--- src/sv/bmfr_pkg.sv ---
package bmfr_pkg;

	localparam int MAX_FRAME_BYTES_DEF = 32;
	localparam int QUEUE_DEPTH = 2;

	localparam logic [7:0] LONG_THRESHOLD_RST = 8'd15;
	localparam logic [5:0] MIN_FRAME_BYTES_RST = 6'd5;

	localparam logic [3:0] POS_START = 4'd0;
	localparam logic [3:0] POS_LAST_DATA = 4'd8;
	localparam logic [3:0] POS_STOP = 4'd9;
	localparam logic [3:0] POS_DONE = 4'd10;

	localparam int CFG_INDEX_W = 2;
	localparam logic [CFG_INDEX_W-1:0] CFG_LONG_THRESHOLD = 2'd0;
	localparam logic [CFG_INDEX_W-1:0] CFG_MIN_FRAME_BYTES = 2'd1;

	typedef enum logic [1:0] {
		CMD_PULSE = 2'd0,
		CMD_BYTE_END = 2'd1,
		CMD_FRAME_END = 2'd2,
		CMD_NONE = 2'd3
	} cmd_t;

	typedef enum logic [2:0] {
		ST_OK = 3'd0,
		ST_START = 3'd1,
		ST_DATA = 3'd2,
		ST_STOP = 3'd3,
		ST_INCOMPLETE = 3'd4
	} status_t;

	typedef enum logic {
		KIND_BYTE = 1'b0,
		KIND_FRAME = 1'b1
	} kind_t;

	// classified item held in the queue
	typedef struct packed {
		cmd_t cmd;
		logic is_long;
		logic is_below;
	} item_t;

	typedef struct packed {
		logic retune;
		logic checksum_ok;
		logic [5:0] frame_bytes;
		logic [7:0] data_byte;
		status_t status;
		kind_t kind;
	} result_t;

endpackage

--- src/sv/bmfr_front.sv ---
module bmfr_front (
	input  logic s_valid,
	input  logic [1:0] command,
	input  logic [7:0] duration,
	input  logic [7:0] long_threshold,
	input  logic q_ready,
	output logic s_ready,
	output logic push,
	output bmfr_pkg::item_t item
);

	bmfr_pkg::cmd_t cmd;

	always_comb begin
		cmd = bmfr_pkg::cmd_t'(command);
		item.cmd = cmd;
		item.is_long = duration > long_threshold;
		item.is_below = duration < long_threshold;
		s_ready = q_ready;
		// the unused command code is dropped here
		push = s_valid && q_ready && (cmd != bmfr_pkg::CMD_NONE);
	end

endmodule

--- src/sv/bmfr_queue.sv ---
module bmfr_queue (
	input  logic clk,
	input  logic arst_n,
	input  logic push,
	input  bmfr_pkg::item_t push_item,
	input  logic pop,
	output logic ready,
	output logic valid,
	output bmfr_pkg::item_t head
);

	localparam int D = bmfr_pkg::QUEUE_DEPTH;
	localparam int PW = (D > 1) ? $clog2(D) : 1;
	localparam int CW = $clog2(D + 1);

	bmfr_pkg::item_t mem_q [D];
	logic [PW-1:0] wr_ptr_q;
	logic [PW-1:0] rd_ptr_q;
	logic [CW-1:0] fill_q;

	assign ready = fill_q != CW'(D);
	assign valid = fill_q != '0;
	assign head = mem_q[rd_ptr_q];

	always_ff @(posedge clk) begin
		if (push) begin
			mem_q[wr_ptr_q] <= push_item;
		end
	end

	always_ff @(posedge clk or negedge arst_n) begin
		if (!arst_n) begin
			wr_ptr_q <= '0;
			rd_ptr_q <= '0;
			fill_q <= '0;
		end else begin
			if (push) begin
				wr_ptr_q <= (wr_ptr_q == PW'(D - 1)) ? '0 : wr_ptr_q + 1'b1;
			end
			if (pop) begin
				rd_ptr_q <= (rd_ptr_q == PW'(D - 1)) ? '0 : rd_ptr_q + 1'b1;
			end
			if (push && !pop) begin
				fill_q <= fill_q + 1'b1;
			end else if (pop && !push) begin
				fill_q <= fill_q - 1'b1;
			end
		end
	end

endmodule

--- src/sv/bmfr_back.sv ---
module bmfr_back #(
	parameter int MAX_FRAME_BYTES = bmfr_pkg::MAX_FRAME_BYTES_DEF
) (
	input  logic clk,
	input  logic arst_n,
	input  logic q_valid,
	input  bmfr_pkg::item_t item,
	output logic pop,
	input  logic [5:0] min_frame_bytes,
	input  logic m_ready,
	output logic m_valid,
	output bmfr_pkg::result_t result
);

	localparam int CW = $clog2(MAX_FRAME_BYTES + 1);
	localparam int WW = (CW > 6) ? CW : 6;

	logic [3:0] bit_pos_q, bit_pos_d;
	logic pend_q, pend_d;
	logic [7:0] shift_q, shift_d;
	bmfr_pkg::status_t bstat_q, bstat_d;
	logic [CW-1:0] count_q, count_d;
	logic [7:0] xor_q, xor_d;
	logic bad_q, bad_d;
	logic out_valid_q;
	bmfr_pkg::result_t out_q;
	bmfr_pkg::result_t res;
	logic has_res;

	assign pop = q_valid && (!out_valid_q || m_ready);
	assign m_valid = out_valid_q;
	assign result = out_q;

	always_comb begin
		bit_pos_d = bit_pos_q;
		pend_d = pend_q;
		shift_d = shift_q;
		bstat_d = bstat_q;
		count_d = count_q;
		xor_d = xor_q;
		bad_d = bad_q;
		res = '0;
		has_res = 1'b0;
		unique case (item.cmd)
			bmfr_pkg::CMD_PULSE: begin
				if (bit_pos_q == bmfr_pkg::POS_START) begin
					if (item.is_long) begin
						bit_pos_d = 4'd1;
					end else begin
						bstat_d = bmfr_pkg::ST_START;
						pend_d = 1'b0;
						bit_pos_d = bmfr_pkg::POS_DONE;
					end
				end else if (bit_pos_q <= bmfr_pkg::POS_LAST_DATA) begin
					if (pend_q) begin
						pend_d = 1'b0;
						if (item.is_below) begin
							shift_d = {1'b1, shift_q[7:1]};
							bit_pos_d = bit_pos_q + 4'd1;
						end else begin
							bstat_d = bmfr_pkg::ST_DATA;
							bit_pos_d = bmfr_pkg::POS_DONE;
						end
					end else if (item.is_long) begin
						shift_d = {1'b0, shift_q[7:1]};
						bit_pos_d = bit_pos_q + 4'd1;
					end else begin
						pend_d = 1'b1;
					end
				end else if (bit_pos_q == bmfr_pkg::POS_STOP) begin
					bstat_d = item.is_long ? bmfr_pkg::ST_STOP : bmfr_pkg::ST_OK;
					pend_d = 1'b0;
					bit_pos_d = bmfr_pkg::POS_DONE;
				end
			end
			bmfr_pkg::CMD_BYTE_END: begin
				has_res = 1'b1;
				res.kind = bmfr_pkg::KIND_BYTE;
				res.status = bstat_q;
				if (bstat_q == bmfr_pkg::ST_OK) begin
					res.data_byte = shift_q;
					if (count_q < CW'(MAX_FRAME_BYTES)) begin
						count_d = count_q + 1'b1;
						xor_d = xor_q ^ shift_q;
					end
				end
				bit_pos_d = bmfr_pkg::POS_START;
				pend_d = 1'b0;
				shift_d = '0;
				bstat_d = bmfr_pkg::ST_INCOMPLETE;
			end
			bmfr_pkg::CMD_FRAME_END: begin
				has_res = 1'b1;
				res.kind = bmfr_pkg::KIND_FRAME;
				res.frame_bytes = 6'(count_q);
				if (WW'(count_q) >= WW'(min_frame_bytes)) begin
					if (xor_q == '0) begin
						res.checksum_ok = 1'b1;
						bad_d = 1'b0;
					end else if (bad_q) begin
						res.retune = 1'b1;
						bad_d = 1'b0;
					end else begin
						bad_d = 1'b1;
					end
				end
				count_d = '0;
				xor_d = '0;
				bit_pos_d = bmfr_pkg::POS_START;
				pend_d = 1'b0;
				shift_d = '0;
				bstat_d = bmfr_pkg::ST_INCOMPLETE;
			end
			default: begin
			end
		endcase
	end

	always_ff @(posedge clk or negedge arst_n) begin
		if (!arst_n) begin
			bit_pos_q <= bmfr_pkg::POS_START;
			pend_q <= 1'b0;
			shift_q <= '0;
			bstat_q <= bmfr_pkg::ST_INCOMPLETE;
			count_q <= '0;
			xor_q <= '0;
			bad_q <= 1'b0;
			out_valid_q <= 1'b0;
		end else begin
			if (pop) begin
				bit_pos_q <= bit_pos_d;
				pend_q <= pend_d;
				shift_q <= shift_d;
				bstat_q <= bstat_d;
				count_q <= count_d;
				xor_q <= xor_d;
				bad_q <= bad_d;
			end
			if (pop && has_res) begin
				out_valid_q <= 1'b1;
			end else if (m_ready) begin
				out_valid_q <= 1'b0;
			end
		end
	end

	always_ff @(posedge clk) begin
		if (pop && has_res) begin
			out_q <= res;
		end
	end

	a_count_bounded: assert property (@(posedge clk) disable iff (!arst_n)
		count_q <= CW'(MAX_FRAME_BYTES))
		else $error("byte count above frame limit");

	a_status_done: assert property (@(posedge clk) disable iff (!arst_n)
		(bstat_q != bmfr_pkg::ST_INCOMPLETE) |-> (bit_pos_q == bmfr_pkg::POS_DONE))
		else $error("character status set before character finished");

	a_pend_in_data: assert property (@(posedge clk) disable iff (!arst_n)
		pend_q |-> (bit_pos_q != bmfr_pkg::POS_START && bit_pos_q <= bmfr_pkg::POS_LAST_DATA))
		else $error("short pulse pending outside data bits");

	a_byte_end_clears: assert property (@(posedge clk) disable iff (!arst_n)
		(pop && item.cmd == bmfr_pkg::CMD_BYTE_END) |=>
			(bit_pos_q == bmfr_pkg::POS_START && !pend_q && out_valid_q))
		else $error("byte window end did not restart character");

endmodule

--- src/sv/biphase_mark_frame_receiver_core.sv ---
// Biphase-mark frame receiver: takes measured pulse durations and window/frame end markers
// on the input stream (tuser = command, tdata = duration) and reports decoded bytes and
// checksum-checked frame results on the output stream. One item can be taken every clock
// cycle; an item is classified against long_threshold on entry, waits in a two-entry queue
// and is then executed by the decoder, which registers each result in an output register
// before it is offered on the output stream. Downstream stalls fill the queue and then hold
// s_axis_tready low. Configuration writes are always taken and must only be made while
// idle.
module biphase_mark_frame_receiver_core #(
	parameter int MAX_FRAME_BYTES = bmfr_pkg::MAX_FRAME_BYTES_DEF
) (
	input  logic clk,
	input  logic arst_n,
	input  logic s_axis_tvalid,
	output logic s_axis_tready,
	input  logic [7:0] s_axis_tdata,   // duration[7:0]
	input  logic [1:0] s_axis_tuser,   // command[1:0]
	output logic m_axis_tvalid,
	input  logic m_axis_tready,
	output logic [23:0] m_axis_tdata,  // status[2:0], data_byte[10:3], frame_bytes[16:11],
	                                   // checksum_ok[17], retune[18], zero[23:19]
	output logic m_axis_tuser,         // kind[0]
	input  logic cfg_valid,
	output logic cfg_ready,
	input  logic [bmfr_pkg::CFG_INDEX_W-1:0] cfg_index,
	input  logic [7:0] cfg_data
);

	logic [7:0] long_threshold_q;
	logic [5:0] min_frame_bytes_q;
	logic q_ready, q_valid, push, pop;
	bmfr_pkg::item_t push_item, head;
	bmfr_pkg::result_t res;

	assign cfg_ready = 1'b1;

	always_ff @(posedge clk or negedge arst_n) begin
		if (!arst_n) begin
			long_threshold_q <= bmfr_pkg::LONG_THRESHOLD_RST;
			min_frame_bytes_q <= bmfr_pkg::MIN_FRAME_BYTES_RST;
		end else if (cfg_valid) begin
			if (cfg_index == bmfr_pkg::CFG_LONG_THRESHOLD) begin
				long_threshold_q <= cfg_data;
			end else if (cfg_index == bmfr_pkg::CFG_MIN_FRAME_BYTES) begin
				min_frame_bytes_q <= cfg_data[5:0];
			end
		end
	end

	bmfr_front u_front (
		.s_valid(s_axis_tvalid),
		.command(s_axis_tuser),
		.duration(s_axis_tdata),
		.long_threshold(long_threshold_q),
		.q_ready(q_ready),
		.s_ready(s_axis_tready),
		.push(push),
		.item(push_item)
	);

	bmfr_queue u_queue (
		.clk(clk),
		.arst_n(arst_n),
		.push(push),
		.push_item(push_item),
		.pop(pop),
		.ready(q_ready),
		.valid(q_valid),
		.head(head)
	);

	bmfr_back #(
		.MAX_FRAME_BYTES(MAX_FRAME_BYTES)
	) u_back (
		.clk(clk),
		.arst_n(arst_n),
		.q_valid(q_valid),
		.item(head),
		.pop(pop),
		.min_frame_bytes(min_frame_bytes_q),
		.m_ready(m_axis_tready),
		.m_valid(m_axis_tvalid),
		.result(res)
	);

	assign m_axis_tuser = res.kind;
	assign m_axis_tdata = {5'd0, res.retune, res.checksum_ok, res.frame_bytes,
		res.data_byte, res.status};

endmodule
--- config.mk ---
export PLATFORM = sky130hd
export DESIGN_NAME = biphase_mark_frame_receiver_core
export DESIGN_NICKNAME = d
export VERILOG_FILES = /design/src/sv/bmfr_pkg.sv /design/src/sv/bmfr_front.sv /design/src/sv/bmfr_queue.sv /design/src/sv/bmfr_back.sv /design/src/sv/biphase_mark_frame_receiver_core.sv
export SDC_FILE = /design/constraint.sdc
export NUM_CORES = 1
export LEC_CHECK = 0
export ABC_AREA = 1
export BUFFER_PORTS_ARGS = -buffer_cell sky130_fd_sc_hd__buf_2
export CAP_MARGIN = 40
export CORE_MARGIN = 3
export CORE_UTILIZATION = 53
export CTS_CLUSTER_DIAMETER = 100
export DETAILED_ROUTE_END_ITERATION = 10
export MAX_ROUTING_LAYER = met4
export PLACE_DENSITY = 0.72
export SLEW_MARGIN = 0
export SYNTH_ARGS = -nofsm -noshare
export SYNTH_HDL_FRONTEND = slang
export SYNTH_SLANG_ARGS = --single-unit
--- constraint.sdc ---
create_clock -name clk -period 3.21 [get_ports clk]
set_clock_uncertainty 0.1 [all_clocks]
set_input_delay 0.1605 -clock clk [delete_from_list [all_inputs] [get_ports clk]]
set_output_delay 0.1605 -clock clk [all_outputs]
set_load 0.005 [all_outputs]
==> results.yml, run 1 <==
min_path:
  hold_path.class: "input pin to flip-flop"
pwr:
  power-per-cell-area_nw_per_um2: 872
  power_uw: 4110
  vdd_drop_max_mv: 0.476
  leakage_uw: 0.00239
clock_network:
  root_buffer: "clkbuf_8"
  htree_levels: 3
  cts_setup_buffers: 0
  clock_latency_ns: 0.35
  cts-resized-gates: 0
  cts_tree: "built"
  clk_pin_slew_ns: 0.09
  cts_hold_buf: 11
  clk_path_buf_depth: 2
  clock_sinks: 78
  cts_buffers: 9
setup_path:
  slowest_delay_ns: 0.42
  r2r_setup_slack_ns: 0.47
  critPathTopFamily: "simple AND/OR/NAND/NOR gates"
  cp.arrival_ns: 2.92
  worstPathCellList: "inv_2 > or2_2 > o21ai_0 > ha_1 > inv_2 > nor2_4 > nand2_2 > inv_2 > nand3_1 > o21ai_1"
  crit_path_start: "u_queue.rd_ptr_q"
  critPathBufInv: 3
  critical_path.slowest_cell: "dfrtp_1"
  worstSetupPathDepth: 10
  start_kind: "flip-flop"
  reg2reg_to: "u_back.xor_q[2]"
  reg2reg_from: "u_queue.rd_ptr_q"
  critical_path_class: "flip-flop to flip-flop"
  critical_path_required_ns: 3.38
  path_max_fanout: 16
  cpMostUsedCell: "inv_2"
  end_kind: "flip-flop"
  setup.worst_path.end: "u_back.xor_q[2]"
  r2r_cells: 10
timing:
  fmax_mhz: 365
  drv_slew: 0
  worst_pin_slew_ns: 0.802
  setup_viol: 0
  tns_ns: 0
  grt_setup_unrepaired: "no"
  period_minus_slack_ns: 2.74
  finalCritPeriodShare_pct: 85.5
  hold_viol_final: 0
  slew_headroom_pct: 46.5
final_layout:
  area_growth_pct: 14.4
  final_cells: 618
  multiInputGateArea_um2: 1690
  fin_nets: 562
  seq_area_um2: 2100
  num_antenna_cells: 0
  drive_above_1_share_pct: 20.2
  fill_cells: 652
logic_synthesis:
  synth.most_common_cell: "nand2_1"
  ys_top_cells_by_area: "dfrtp_1 26%, edfxtp_1 20%, nand2_1 8.9%, ha_1 7.0%, inv_1 5.6%"
  async_flop_share_pct: 64.1
  synthDistinctLibCells: 38
  synth_commonest_cells: "98 x nand2_1, 62 x inv_1, 43 x dfrtp_1, 40 x nor2_1, 28 x edfxtp_1"
  yosysWarningCount: 0
  synth_top_area_share_pct: 26.1
  synth_seq_cells: 78
  synth-seq-area-share_pct: 50.9
  synth_area_um2: 4130
  syn-mean-instance-area_um2: 9.11
  synth_ff_type: "dfrtp_1"
  syn_inst: 453
  synth_edf_count: 28
  yosysTopAreaCell: "dfrtp_1"
global_routing:
  overflow: 0
  grt_pass1_vias: 2903
  antenna_found_initial: 0
  grt_pass1_wl_mm: 13.0
  grt_max_degree: 35
  grtUsageTotal_pct: 19.4
die:
  die-area_um2: 8880
  die_w_um: 94.2
  core_area_um2: 7410
  initial_core_util_pct: 55.7
  rows: 31
  ios: 53
  die_y_um: 94.2
placed_design:
  hpwl_mm: 5.52
  place_congestion: 0.872
  dp.cells: 591
  port_buffers: 46
outcome:
  outcome: "finished clean"
detailed_routing:
  first_iter_violations: 149
  viasPerCell: 4.88
  avgRoutedWirePerCell_um: 12.2
  drtAntennaViolNets: 0
  vias: 3013
  routed_wl_mm: 7.53
  drt_pre_antenna_iters: 4
  drc: 0
job:
  cap_violations: 0
[worst min-delay path, cell delays in order]
cell and delay (ns):
buf_2 0.08, inv_1 0.05, nand2_4 0.08, o21ai_0 0.08
[per-layer routing]
layer	vias up	global-route usage (%)	share of wire, %
met5	-	-	0
met3	10	3.85	4.4
met2	70	30.9	48
met1	1376	24.6	46
met4	0	7.10	1.6
li1	1557	-	-
[flip-flops by register name, summed over array words and instances (netlist names)]
register           flops
long_threshold_q       8
u_back.m_valid         1
u_back.bstat_q         3
u_back.result         20
u_back.shift_q         8
u_queue.mem_q          8
u_back.bit_pos_q       4
u_back.xor_q           8
u_queue.wr_ptr_q       1
u_back.pend_q          1
min_frame_bytes_q      6
u_back.bad_q           1
u_queue.fill_q         2
u_queue.rd_ptr_q       1
u_back.count_q         6
[stage by stage]
stage               utilization, %  hold slack [ns]  area (um2)  worst slack (ns)
floorplan                        -           -0.235        4140             0.899
global placement              59.7            0.192        4430             0.611
detailed placement            59.7            0.206        4430             0.472
CTS                           63.7           0.0468        4720             0.454
global route                  63.7            0.111        4720             0.179
finish                        63.7           0.0555        4720             0.467
[kinds of logic after synthesis]
logic type,count (synthesis),share of synthesized area (%)
AO/OA/AOI/OAI,57,7.92
XOR/XNOR,17,3.61
adder cells (fa/ha/maj),23,6.98
buffers and inverters,84,8.49
flip-flops,78,50.9
other,2,0.182
AND/OR/NAND/NOR,192,21.9
[worst min path at each step]
stage	from	endpoint	cells past startpoint
floorplan	arst_n	long_threshold_q[4]	0
global placement	arst_n	u_back.count_q[3]	1
detailed placement	arst_n	u_back.bad_q	1
CTS	m_axis_tready	u_back.m_valid	4
global route	m_axis_tready	u_back.m_valid	4
finish	m_axis_tready	u_back.m_valid	4
[final cells by class]
| type | count | share of cell area (%) |
|---|---|---|
| multi-input combinational | 295 | 35.8 |
| clock inverter | 7 | 1.25 |
| tap | 99 | 2.63 |
| clock buffer | 9 | 2.63 |
| inverter | 71 | 5.65 |
| sequential | 78 | 44.5 |
| timing repair buffer | 59 | 7.53 |
[power by group]
group          switching, uW  internal, uW  leakage [uW]
combinational           1190           622       0.00140
clock                    380           289     0.0000864
sequential               196          1440      0.000905
total                   1760          2350       0.00239
[cells in the final DEF, fill, tap and decap left out, types with 2 or more instances in the layout]
cell,Yosys,final
nand2_1,98,98
inv_1,62,62
buf_2,1,46
dfrtp_1,43,43
nor2_1,40,40
edfxtp_1,28,28
ha_1,23,23
o21ai_0,21,21
nand3_1,19,19
o21ai_1,16,16
xor2_1,16,16
dlygate4sd3_1,0,11
a21oi_1,10,10
nand4_1,10,10
inv_2,9,9
clkbuf_8,0,9
dfstp_2,7,7
nand2_2,6,6
conb_1,2,6
nand2_4,4,4
nor2_4,3,3
nor3_1,3,3
o21ai_2,3,3
clkinv_4,0,3
or2_2,2,2
nor2_2,2,2
o211ai_1,2,2
clkinvlp_4,0,2
inv_6,0,2
buf_4,7,2
(Power assumes the default switching activity.)
==> run 2, diff against run 1 <==
- GPL_TIMING_DRIVEN: not set -> 0
- PLACE_DENSITY: 0.72 -> 0.7
==> run 2 against run 1 <==
Core utilization increased by 2.3 points. Clock power increased by 41%. Worst setup slack got worse by 0.039 ns. Sequential power about the same. Largest power group unchanged. Highest routed layer unchanged.
==> results.yml, run 2 (synthesis gave the netlist of run 1 again) <==
pwr:
  seqPwrFrac_pct: 36.7
  leakage_uw: 0.00249
  clock_power_share_pct: 21.4
  p_int_uw: 2690
  vdd_drop_max_mv: 0.462
  power-per-cell-area_nw_per_um2: 904
  swShare_pct: 39.2
  net-switching-power_uw: 1730
  comb_power_share_pct: 41.9
final_layout:
  area_growth_pct: 18.6
  final_cells: 630
  drive_above_1_share_pct: 20.9
  largest_reg_flops: 20
  layout_common_cells: "98 x nand2_1, 62 x inv_1, 47 x buf_2"
  fin_nets: 574
  final_common_cell: "nand2_1"
  num_antenna_cells: 0
detailed_routing:
  avgRoutedWirePerCell_um: 11.7
  vias: 3026
  first_iter_violations: 126
  drtAntennaViolNets: 0
  viasPerCell: 4.80
  drt_pre_antenna_iters: 4
  drc: 0
  routed_wl_mm: 7.36
die:
  rows: 31
  die_w_um: 94.2
  ios: 53
  initial_core_util_pct: 55.7
  core_area_um2: 7410
  die-area_um2: 8880
  die_y_um: 94.2
setup_path:
  cp.arrival_ns: 2.96
  r2r_setup_slack_ns: 0.43
  critical_path_required_ns: 3.39
  reg2reg_from: "u_queue.rd_ptr_q"
  path_max_fanout: 21
  end_kind: "flip-flop"
  start_kind: "flip-flop"
  critical_path_class: "flip-flop to flip-flop"
  reg2reg_to: "u_back.xor_q[3]"
  r2r_cells: 12
min_path:
  whs_endpoint: "u_back.m_valid"
  hold_path.startpoint: "m_axis_tready"
  hold_path.class: "input pin to flip-flop"
  holdPathStages: 4
clock_network:
  root_buffer: "clkbuf_8"
  htree_levels: 3
  clk_path_buf_depth: 2
  cts_buffers: 9
  clock_latency_ns: 0.35
  cts_tree: "built"
  clk_pin_slew_ns: 0.08
  clock_sinks: 78
job:
  cap_violations: 0
timing:
  fmax_mhz: 359
  hold_viol_final: 0
  grt_setup_unrepaired: "no"
  period_minus_slack_ns: 2.78
  slew_headroom_pct: 52.1
  tns_ns: 0
  setup_viol: 0
  worst_pin_slew_ns: 0.719
  setup_slack_ns: 0.428
  drv_slew: 0
  finalCritPeriodShare_pct: 86.7
outcome:
  outcome: "finished clean"
global_routing:
  grt_pass1_wl_mm: 12.9
  grt_max_degree: 30
  grt_pass1_vias: 2901
  grtUsageTotal_pct: 19.3
  overflow: 0
  antenna_found_initial: 0
placed_design:
  preCtsSetupSlack_ns: 0.381
  hpwl_mm: 5.35
  port_buffers: 46
  place_congestion: 0.885
  dp.cells: 603
==> run 2: how the worst max path moves through the flow <==
stage                startpoint         endpoint  slack (ns)  cells past startpoint
6_report       u_queue.rd_ptr_q  u_back.xor_q[3]        0.43                     12
5_1_grt        u_queue.rd_ptr_q  u_back.xor_q[6]        0.09                     12
4_1_cts        u_queue.rd_ptr_q  u_back.xor_q[3]        0.35                     12
3_5_place_dp   u_queue.rd_ptr_q  u_back.xor_q[3]        0.38                     12
3_3_place_gp   u_queue.rd_ptr_q  u_back.xor_q[6]        0.42                     12
2_1_floorplan  u_queue.rd_ptr_q  u_back.xor_q[3]        0.90                     12
==> run 2: worst max-delay path, cell delays in order, from the launching register on <==
cell and delay (ns):
dfrtp_1 0.43, inv_2 0.08, or2_2 0.26, o21ai_0 0.16
ha_1 0.20, buf_4 0.17, inv_2 0.12, nor2_4 0.53
nand2_2 0.22, inv_2 0.14, buf_6 0.14, nand3_1 0.07
o21ai_1 0.10
==> run 2: power by group through the flow <==
stage / clock (uW) / combinational, uW / sequential [uW]
global placement: 0 / 1820 / 1640
global route: 1010 / 2120 / 1660
CTS: 959 / 1880 / 1630
detailed placement: 0 / 1860 / 1640
floorplan: 0 / 1360 / 1640
finish: 947 / 1850 / 1620
==> run 2: through the flow <==
step	utilization (%)	total power (uW)	hold slack (ns)	instance area (um2)
detailed placement	61.0	3510	0.170	4520
global route	66.0	4800	0.0281	4890
floorplan	-	3000	-0.235	4140
finish	66.0	4420	0.0468	4890
CTS	66.0	4470	0.0437	4890
global placement	60.7	3460	0.271	4490
==> run 2: layer usage <==
layer / part of all wire [%] / vias up / GRT usage (%) / wire length, um
met3: 4.6 / 11 / 4.09 / 338
met4: 1.5 / 0 / 7.22 / 114
met2: 48 / 63 / 30.9 / 3520
met5: 0 / - / - / 0
li1: - / 1585 / - / -
met1: 46 / 1367 / 24.1 / 3390
==> run 2: cell type report <==
| cell class | count | area [um2] |
|---|---|---|
| fillers | 623 | 2520 |
| flip-flops and latches | 78 | 2100 |
| multi-input cells | 295 | 1690 |
| repair buffers | 58 | 368 |
| inverters | 71 | 267 |
| clock inverters | 7 | 136 |
| clock buffers | 9 | 124 |
| well taps | 99 | 124 |
| plain buffers | 13 | 83.8 |
==> run 2: timing repair <==
action                                  in CTS  in global routing
endpoints found under the setup margin       0                  0
gates resized for setup                      0                  0
endpoints found under the hold margin       43                  0
hold buffers                                11                  0
setup buffers                                0                  0
